$ cat config.mk
export PLATFORM = sky130hd
export DESIGN_NAME = dq_ctrl
export DESIGN_NICKNAME = d
export VERILOG_FILES = /design/src/rtl/dq_pkg.sv /design/src/rtl/dq_ctrl.sv
export SDC_FILE = /design/constraint.sdc
export NUM_CORES = 1
export LEC_CHECK = 0
export ABC_AREA = 0
export BUFFER_PORTS_ARGS = -buffer_cell sky130_fd_sc_hd__clkbuf_2
export CORE_AREA = 2 2 39 41
export DETAILED_ROUTE_END_ITERATION = 12
export DIE_AREA = 0 0 41 43
export PLACE_DENSITY = 0.48
export SYNTH_ARGS = -nofsm -noshare
export SYNTH_HDL_FRONTEND = slang
export SYNTH_SLANG_ARGS = --single-unit
$ cat constraint.sdc
create_clock -name i_clk -period 2.69 [get_ports i_clk]
set_clock_uncertainty 0.05 [all_clocks]
set_input_delay 0.269 -clock i_clk [delete_from_list [all_inputs] [get_ports i_clk]]
set_output_delay 0.269 -clock i_clk [all_outputs]
set_load 0.01 [all_outputs]
$ cat src/rtl/dq_pkg.sv
`timescale 1ns / 1ps
// Shared types and constants for the double-ended queue.
// Used by dq_ctrl, dq_datapath and double_ended_queue; depends on nothing.

package dq_pkg;

    localparam int CAPACITY = 1024;
    localparam int IDX_W    = $clog2(CAPACITY);
    localparam int CNT_W    = $clog2(CAPACITY + 1);
    localparam int WORD_W   = 32;
    localparam int OCC_W    = 11;
    localparam int OP_W     = 2;
    localparam int TDATA_IN_W  = 32;
    localparam int TDATA_OUT_W = 48;
    localparam int TUSER_OUT_W = 2;

    typedef enum logic [OP_W-1:0] {
        OP_PUSH_TOP = 2'd0,
        OP_POP_TOP  = 2'd1,
        OP_PUSH_BOT = 2'd2,
        OP_POP_BOT  = 2'd3
    } t_op;

    typedef enum logic [1:0] {
        S_IDLE = 2'b01,
        S_HOLD = 2'b10
    } t_state;

    // Commands from the controller; at most one of the four moves is set.
    typedef struct packed {
        logic load;
        logic push_top;
        logic pop_top;
        logic push_bot;
        logic pop_bot;
        logic err_empty;
        logic err_full;
    } t_dp_cmd;

    typedef struct packed {
        logic is_full;
        logic is_empty;
    } t_dp_status;

endpackage

$ cat src/rtl/dq_ctrl.sv
`timescale 1ns / 1ps
// Controller of the double-ended queue: handshake state machine and op decode.
// Depends on dq_pkg.

module dq_ctrl (
    input  logic               i_clk,
    input  logic               i_rst_n,
    input  logic               i_s_tvalid,
    input  logic               i_m_tready,
    input  dq_pkg::t_op        i_op,
    input  dq_pkg::t_dp_status i_status,
    output logic               o_s_tready,
    output logic               o_m_tvalid,
    output dq_pkg::t_dp_cmd    o_cmd
);

    dq_pkg::t_state r_state;
    dq_pkg::t_state n_state;
    logic           w_accept;

    // A new beat is taken whenever the result slot is free or being emptied.
    always_comb begin
        unique case (r_state)
            dq_pkg::S_IDLE: o_s_tready = 1'b1;
            dq_pkg::S_HOLD: o_s_tready = i_m_tready;
            default:        o_s_tready = 1'b0;
        endcase
    end

    assign o_m_tvalid = (r_state == dq_pkg::S_HOLD);
    assign w_accept   = i_s_tvalid && o_s_tready;

    always_comb begin
        n_state = r_state;
        unique case (r_state)
            dq_pkg::S_IDLE: begin
                if (w_accept) n_state = dq_pkg::S_HOLD;
            end
            dq_pkg::S_HOLD: begin
                if (w_accept)        n_state = dq_pkg::S_HOLD;
                else if (i_m_tready) n_state = dq_pkg::S_IDLE;
            end
            default: n_state = dq_pkg::S_IDLE;
        endcase
    end

    always_ff @(posedge i_clk) begin
        if (!i_rst_n) begin
            r_state <= dq_pkg::S_IDLE;
        end else begin
            r_state <= n_state;
        end
    end

    always_comb begin
        o_cmd = '0;
        o_cmd.load = w_accept;
        unique case (i_op)
            dq_pkg::OP_PUSH_TOP: begin
                o_cmd.push_top = w_accept && !i_status.is_full;
                o_cmd.err_full = i_status.is_full;
            end
            dq_pkg::OP_POP_TOP: begin
                o_cmd.pop_top   = w_accept && !i_status.is_empty;
                o_cmd.err_empty = i_status.is_empty;
            end
            dq_pkg::OP_PUSH_BOT: begin
                o_cmd.push_bot = w_accept && !i_status.is_full;
                o_cmd.err_full = i_status.is_full;
            end
            dq_pkg::OP_POP_BOT: begin
                o_cmd.pop_bot   = w_accept && !i_status.is_empty;
                o_cmd.err_empty = i_status.is_empty;
            end
            default: o_cmd = '0;
        endcase
    end

endmodule

==> metrics.md, run 1 <==
| Metric | Value |
|---|---|
| Post-DRT Antenna Nets | 0 |
| Crit-path slowest cell | dfxtp_1 |
| Post-synthesis async set-or-reset flop share | 0% |
| Row Count | 14 |
| Worst Setup Path Type | reg -> out |
| Max FFs per register | 2 |
| VDD IR max | 0.261 mV |
| Crit end category | output port |
| Yosys top cell area share | 19.9% |
| Min-delay src | i_rst_n |
| P_leak | 0.185 nW |
| RSZ-0062 raised after global routing | no |
| CP max stage delay | 0.34 ns |
| Register area share after synthesis | 19.9% |
| CTS tree | yes |
| WP data required | 2.37 ns |
| Startpoint Class | flop |
| Clk pin slew, worst setup/hold paths | 0.03 ns |
| Inserted Diodes | 0 |
| Share of layout cells above drive strength 1 | 56.1% |
| Final Setup Violations | 0 |
| Post-CTS setup buffers | 0 |
| I/O pin total | 17 |
| Final min period | 1.92 ns |
| Critical Path AT | 1.61 ns |
| Drt first-iter violations | 0 |
| Largest net degree at the start of global routing | 8 |
| Die Ht | 43 um |
| Fmax achieved | 0.520 GHz |
| Kind of cell adding the most delay to the critical path | simple AND/OR/NAND/NOR gates |
| Period utilisation layout | 71.6% |
| CTS max path bufs | 2 |
| Met2 usage | 8.44% |
| GRT Resource Usage Total | 7.21% |
| Post-synth EDFFs | 0 |
| Wire length per cell | 7.67 um |
| Syn avg cell area | 8.76 um2 |
| Starting density of the core | 14.6% |
| GR Layer Usage met3 | 3.14% |
| Drt total wl | 437 um |
| Clock root cell | clkbuf_4 |
| Vias per Instance | 3.88 |
| Core area | 1380 um2 |
| Skew-Pair Late Insertion Delay | 0.22 ns |
| Initial antenna violation count | 0 |
| Power per cell area | 932 nW/um2 |
| Top Registers | r_state x2 |
| Final Hold Viols | 0 |
| Dpl hpwl | 391 um |
| Final nets | 53 |
| Worst Max-Slew Pin Slew | 0.263 ns |
| Mapped Nets | 33 |
| Min-Delay Path Depth | 2 |
| Final Util | 22.9% |
| DRC | 0 |
| Port Buffers | 16 |
| R2R Path Start | r_state[0] |
| Overall Power | 295 uW |
| Die W | 41 um |
| Synthesis Warnings | 0 |
| Synthesized flop and latch total | 2 |
| Total grt overflow | 0 |
| Hold Buf Count CTS | 0 |
| Vias in the first global route | 217 |
| Mapped Area | 201 um2 |
| Cell count after synthesis | 23 |
| R2r setup slk | 1.36 ns |
| CTS resizes | 0 |
| Count leader, synth | inv_1 |
| Commonest cells in the netlist | inv_1 (3), a21oi_1 (2), dfxtp_1 (2), ha_1 (2), nor2_1 (2) |
| Synth unique cells | 17 |
| Die area | 1760 um2 |
| Area leader, netlist | dfxtp_1 |
| GPL Wtd Cong | 0.588 |
| Worst path cell trace | inv_1, ha_1, nor3b_4, and4b_1, clkbuf_2 |
| Max Cap Viol | 0 |
| Slew headroom | 82.5% |
| Tightest Hold Check Type | in -> reg |
| R2r worst-path depth | 4 |
| Top FF cell, synth | dfxtp_1 |
| P&R area growth vs syn | 57.1% |
| Status | finished, final reports clean |
| CTS Buf Count | 3 |
| Sink Count | 2 |
| Top post-synthesis cells by area | dfxtp_1 (20%), ha_1 (12%), nor3b_4 (9.3%), and4bb_1 (6.2%), inv_1 (5.6%) |
| Final slew viol count | 0 |
| Register with the most flip-flops | r_state |
| R2R Path End | r_state[0] |
| Max FO, Critical Path | 7 |
| Worst Hold End | r_state[0] |
| Busiest grt layer | met1 |
| H-tree Lvls | 1 |
| DRT Pass-1 Iters | 1 |
| Via count | 221 |
| Met1 Track Usage GR | 8.63% |
| Setup TNS | 0 ns |
| Worst Path Buf+Inv | 2 |
| First-pass GRT wire length | 814 um |
## cell type report
type                            count  area (um2)
Clock buffer                        3        22.5
Fill cell                         155        1070
Inverter                            3        11.3
Multi-Input combinational cell     17         143
Sequential cell                     2        40.0
Tap cell                           16        20.0
Timing Repair Buffer               16        80.1
## cells in the final DEF, fill, tap and decap left out, types with 2 or more instances in the layout
cell      count
clkbuf_2     16
inv_1         3
clkbuf_4      3
nor2_1        2
a21oi_1       2
ha_1          2
dfxtp_1       2
## through the flow
stage | hold WS, ns | setup slack [ns] | area (um2) | std cells
floorplan | 0.295 | 1.15 | 201 | 23
global placement | 0.406 | 0.977 | 294 | 54
detailed placement | 0.410 | 0.981 | 294 | 54
CTS | 0.176 | 0.733 | 317 | 57
global route | 0.195 | 0.605 | 317 | 57
finish | 0.176 | 0.765 | 317 | 57
## per-layer routing
metal	vias up	wire length, um
met5	-	0
met4	0	0
met3	0	28
met2	10	220
met1	96	188
li1	115	-
## power breakdown
part | switching, mW | leakage [nW] | internal [mW]
sequential | 0.00795 | 0.0166 | 0.0437
clock | 0.0167 | 0.0138 | 0.0491
combinational | 0.0996 | 0.155 | 0.0778
## worst max-delay path by stage
stage,startpoint,to,cells after the start
CTS,r_state[0],o_cmd[2],5
finish,r_state[0],o_cmd[2],5
global route,r_state[0],o_cmd[2],5
global placement,r_state[0],o_cmd[2],5
detailed placement,r_state[0],o_cmd[4],5
floorplan,r_state[0],o_cmd[4],4
## cell families (layout without fill, tap and decap cells)
logic type                 after synthesis  after routing  synth area share (%)
DFF                                      2              2                  19.9
and+or+nand+nor                         10             10                  42.9
adders and majority gates                2              2                  12.4
AOI/OAI and AO/OA                        5              5                  15.5
buffers and inverters                    4             22                  9.32
(Power assumes the default switching activity.)
==> inputs of run 2 (changes only) <==
clock period = 2.01 ns   (was 2.69 ns; I/O delays follow)
==> metrics.md, run 2 (synthesized netlist as in run 1, its figures left out) <==
| Metric | Value |
|---|---|
| Worst Max-Slew Pin Slew | 0.255 ns (was 0.263 ns) |
| Max FO, Critical Path | 7 (unchanged) |
| Vias per Instance | 3.95 (was 3.88) |
| CTS tree | yes (unchanged) |
| CTS Buf Count | 3 (unchanged) |
| Register with the most flip-flops | r_state (unchanged) |
| Kind of cell adding the most delay to the critical path | simple AND/OR/NAND/NOR gates (unchanged) |
| Commonest non-fill, non-tap cell in the layout | clkbuf_2 (unchanged) |
| Row Count | 14 (unchanged) |
| Final nets | 53 (unchanged) |
| Worst path cell trace | inv_1, ha_1, nor3b_4, and4b_1, clkbuf_2 (unchanged) |
| Die W | 41 um (unchanged) |
| Initial antenna violation count | 0 (unchanged) |
| Inserted Diodes | 0 (unchanged) |
| Status | finished, final reports clean (unchanged) |
| Critical Path AT | 1.60 ns (was 1.61 ns) |
| Vias in the first global route | 206 (was 217) |
| VDD IR max | 0.290 mV (was 0.261 mV) |
| First-pass GRT wire length | 745 um (was 814 um) |
| Sink Count | 2 (unchanged) |
| Final Hold Viols | 0 (unchanged) |
| Final min period | 1.85 ns |
| Period utilisation layout | 92.0% |
| Final Setup Violations | 0 (unchanged) |
| P_leak | 0.185 nW (unchanged) |
| Max Cap Viol | 0 (unchanged) |
| I/O pin total | 17 (unchanged) |
| Clk pin slew, worst setup/hold paths | 0.03 ns (about the same) |
| Startpoint Class | flop (unchanged) |
| Fmax achieved | 0.541 GHz |
| Setup TNS | 0 ns (unchanged) |
| Share of layout cells above drive strength 1 | 56.1% (unchanged) |
| Crit-path slowest cell | dfxtp_1 (unchanged) |
| Post-DRT Antenna Nets | 0 (unchanged) |
| P&R area growth vs syn | 57.1% (unchanged) |
| Drt first-iter violations | 1 (was 0) |
| CP max stage delay | 0.34 ns (about the same) |
| RSZ-0062 raised after global routing | no (unchanged) |
| GRT Resource Usage Total | 6.53% (was 7.21%) |
| Clock root cell | clkbuf_4 (unchanged) |
| Top Registers | r_state x2 (unchanged) |
| GPL Wtd Cong | 0.618 (was 0.588) |
| CTS resizes | 0 (unchanged) |
| CTS max path bufs | 2 (unchanged) |
| DRT Pass-1 Iters | 2 (was 1) |
| Core area | 1380 um2 (unchanged) |
| Post-CTS setup buffers | 0 (unchanged) |
| Wire length per cell | 8.35 um (was 7.67 um) |
| Final slew viol count | 0 (unchanged) |
| Drt total wl | 476 um (was 437 um) |
| Via count | 225 (was 221) |
| Worst Path Buf+Inv | 2 (unchanged) |
| Hold_ws | 0.116 ns (was 0.176 ns) |
| Die Ht | 43 um (unchanged) |
| Largest net degree at the start of global routing | 8 (unchanged) |
| Slew headroom | 83.0% (was 82.5%) |
| Max FFs per register | 2 (unchanged) |
| Dpl hpwl | 399 um (was 391 um) |
| H-tree Lvls | 1 (unchanged) |
| Starting density of the core | 14.6% (unchanged) |
| Most frequent cells in the layout | clkbuf_2 (16), inv_1 (3), clkbuf_4 (3) (unchanged) |
| Tightest Hold Check Type | in -> reg (unchanged) |
| Worst Setup Path Type | reg -> out (unchanged) |
| Die area | 1760 um2 (unchanged) |
| Crit end category | output port (unchanged) |
| WP data required | 1.76 ns (was 2.37 ns) |
| DRC | 0 (unchanged) |
| Skew-Pair Late Insertion Delay | 0.22 ns (about the same) |
| Power per cell area | 1250 nW/um2 (was 932 nW/um2) |
| Total grt overflow | 0 (unchanged) |
| Hold Buf Count CTS | 0 (unchanged) |
| Port Buffers | 16 (unchanged) |
==> run 2: worst paths after layout <==
path | from | end | slack [ns] | cells past startpoint
hold / removal | i_rst_n | r_state[0] | 0.12 | 2
hold reg to reg | r_state[0] | r_state[0] | 0.50 | 2
setup reg to reg | r_state[0] | r_state[0] | 0.70 | 4
setup / recovery | r_state[0] | o_cmd[2] | 0.16 | 5
==> run 2: where the power goes <==
| part | total (mW) | internal, mW | leakage (nW) | switching [mW] |
|---|---|---|---|---|
| Clock | 0.0866 | 0.0657 | 0.0138 | 0.0209 |
| Sequential | 0.0694 | 0.0585 | 0.0166 | 0.0109 |
| Combinational | 0.239 | 0.105 | 0.155 | 0.135 |
| Total | 0.395 | 0.229 | 0.185 | 0.167 |
==> run 2: layer usage <==
| layer | GRT usage, % | share of wire (%) | vias to the layer above | wire length [um] |
|---|---|---|---|---|
| li1 | - | - | 117 | - |
| met1 | 8.36 | 42 | 100 | 200 |
| met2 | 7.50 | 49 | 8 | 233 |
| met3 | 3.14 | 9.0 | 0 | 43 |
| met4 | 6.00 | 0 | 0 | 0 |
| met5 | 0 | 0 | - | 0 |
==> run 2: layout make-up <==
cell class | instances | area (um2)
fillers | 157 | 1070
multi-input cells | 17 | 143
repair buffers | 16 | 80.1
flip-flops and latches | 2 | 40.0
clock buffers | 3 | 22.5
well taps | 16 | 20.0
inverters | 3 | 11.3
==> run 2: stage by stage <==
stage	total power [mW]	area (um2)	cells	util [%]	setup WS [ns]
4_1_cts	0.406	317	57	22.9	0.148
5_1_grt	0.439	317	57	22.9	0.0646
3_3_place_gp	0.314	294	54	21.2	0.399
3_5_place_dp	0.314	294	54	21.2	0.398
2_1_floorplan	0.255	201	23	-	0.538
6_report	0.395	317	57	22.9	0.161
==> inputs of run 3 (changes only) <==
CORE_AREA = 3 3 40 42   (was 2 2 39 41)
DIE_AREA = 0 0 43 45   (was 0 0 41 43)
clock period = 1.98 ns   (was 2.01 ns; I/O delays follow)
==> metrics.md, run 3 (synthesized netlist as in run 1, its figures left out) <==
| Metric | Value |
|---|---|
| R2R Path End | r_state[0] (unchanged) |
| Total grt overflow | 0 (unchanged) |
| R2r worst-path depth | 4 (unchanged) |
| Setup TNS | 0 ns (unchanged) |
| Clock root cell | clkbuf_4 (unchanged) |
| Worst Path Buf+Inv | 2 (unchanged) |
| VDD IR max | 0.379 mV (was 0.290 mV) |
| Wire length per cell | 8.16 um (was 8.35 um) |
| CTS Buf Count | 3 (unchanged) |
| Via count | 230 (was 225) |
| Crit end category | output port (unchanged) |
| Most frequent cells in the layout | clkbuf_2 (16), inv_1 (3), clkbuf_4 (3) (unchanged) |
| Sink Count | 2 (unchanged) |
| Startpoint Class | flop (unchanged) |
| Fmax achieved | 0.546 GHz |
| Drt first-iter violations | 0 (was 1) |
| Max Cap Viol | 0 (unchanged) |
| Skew-Pair Late Insertion Delay | 0.22 ns (about the same) |
| Worst path depth | 5 (unchanged) |
| Post-DRT Antenna Nets | 0 (unchanged) |
| Tightest Hold Check Type | in -> reg (unchanged) |
| GPL Wtd Cong | 0.575 (was 0.618) |
| Initial antenna violation count | 0 (unchanged) |
| Final nets | 54 (was 53) |
| Port Buffers | 16 (unchanged) |
| Starting density of the core | 15.7% (was 14.6%) |
| Die area | 1940 um2 (was 1760 um2) |
| Worst path cell trace | inv_1, ha_1, nor3b_4, and4b_1, clkbuf_2 (unchanged) |
| Multi-input gate area | 143 um2 (unchanged) |
| Final Hold Viols | 0 (unchanged) |
| Row Count | 13 (was 14) |
| Critical Path AT | 1.58 ns (was 1.60 ns) |
| GRT Resource Usage Total | 5.90% (was 6.53%) |
| Hold_ws | 0.106 ns (was 0.116 ns) |
| Kind of cell adding the most delay to the critical path | simple AND/OR/NAND/NOR gates (unchanged) |
| Area after DPL | 293 um2 (was 294 um2) |
| CP max stage delay | 0.34 ns (about the same) |
| RSZ-0062 raised after global routing | no (unchanged) |
| Slew headroom | 82.6% (was 83.0%) |
| DRC | 0 (unchanged) |
| Die W | 43 um (was 41 um) |
| CTS resizes | 0 (unchanged) |
| R2r setup slk | 0.68 ns (was 0.70 ns) |
| Power per cell area | 1290 nW/um2 (was 1250 nW/um2) |
| Share of layout cells above drive strength 1 | 57.1% (was 56.1%) |
| P_leak | 0.190 nW (was 0.185 nW) |
| Largest net degree at the start of global routing | 8 (unchanged) |
| CTS tree | yes (unchanged) |
| WP data required | 1.73 ns (was 1.76 ns) |
| Worst setup margin | 0.149 ns (was 0.161 ns) |
| Overall Power | 417 uW (was 395 uW) |
| I/O pin total | 17 (unchanged) |
| Top Registers | r_state x2 (unchanged) |
| H-tree Lvls | 1 (unchanged) |
| Setup slack at placement | 0.333 ns (was 0.398 ns) |
| Max FO, Critical Path | 7 (unchanged) |
| Worst Max-Slew Pin Slew | 0.261 ns (was 0.255 ns) |
| Min-Delay Path Depth | 2 (unchanged) |
| Vias in the first global route | 207 (was 206) |
| Register with the most flip-flops | r_state (unchanged) |
| Post-CTS setup buffers | 0 (unchanged) |
| Vias per Instance | 4.04 (was 3.95) |
| First-pass GRT wire length | 841 um (was 745 um) |
| CTS max path bufs | 2 (unchanged) |
| Clk pin slew, worst setup/hold paths | 0.03 ns (about the same) |
| Final min period | 1.83 ns |
| R2R Path Start | r_state[0] (unchanged) |
| Worst Hold End | r_state[0] (unchanged) |
| P&R area growth vs syn | 60.2% (was 57.1%) |
| Crit-path slowest cell | dfxtp_1 (unchanged) |
| Sequential Area | 40.0 um2 (unchanged) |
| Max FFs per register | 2 (unchanged) |
| Drt total wl | 465 um (was 476 um) |
| Die Ht | 45 um (was 43 um) |
| Worst Setup Path Type | reg -> out (unchanged) |
| Min-delay src | i_rst_n (unchanged) |
| Final slew viol count | 0 (unchanged) |
| Core area | 1280 um2 (was 1380 um2) |
| Inserted Diodes | 0 (unchanged) |
| Status | finished, final reports clean (unchanged) |
| Period utilisation layout | 92.5% |
| Final Setup Violations | 0 (unchanged) |
| Commonest non-fill, non-tap cell in the layout | clkbuf_2 (unchanged) |
| Final Cell Area | 323 um2 (was 317 um2) |
| Fill cells | 144 (was 157) |
| Hold Buf Count CTS | 0 (unchanged) |
| DRT Pass-1 Iters | 1 (was 2) |
-- run 3: cell count changes in the layout (fill, tap and decap cells not counted), sizes merged --
cell,previous run,this run
buf,0,1
-- run 3: how the worst max path moves through the flow --
stage               start        to  slack (ns)
5_1_grt        r_state[0]  o_cmd[2]        0.01
4_1_cts        r_state[0]  o_cmd[2]        0.09
2_1_floorplan  r_state[0]  o_cmd[4]        0.51
6_report       r_state[0]  o_cmd[2]        0.15
3_5_place_dp   r_state[0]  o_cmd[4]        0.33
3_3_place_gp   r_state[0]  o_cmd[2]        0.34
-- run 3: report_power, final --
group	switching (mW)	internal [mW]
clock network	0.0228	0.0668
registers	0.0111	0.0593
logic	0.138	0.119
total	0.172	0.246
-- run 3: metal layers --
| layer | part of all wire [%] | vias to the layer above | track usage [%] |
|---|---|---|---|
| met2 | 39 | 17 | 7.78 |
| met3 | 18 | 2 | 2.39 |
| met5 | 0 | - | 0 |
| met1 | 39 | 94 | 7.19 |
| li1 | - | 117 | - |
| met4 | 3.7 | 0 | 5.42 |
-- run 3: final cells by class --
cell class,count,area share [%]
Clock buffer,3,6.98
Inverter,3,3.49
Multi-Input combinational cell,17,44.2
Sequential cell,2,12.4
Tap cell,15,5.81
Timing Repair Buffer,17,27.1
-- run 3: stage by stage --
step / util, % / instances
4_1_cts: 24.5 / 56
3_3_place_gp: 22.8 / 53
6_report: 25.1 / 57
3_5_place_dp: 22.8 / 53
2_1_floorplan: - / 23
5_1_grt: 25.1 / 57
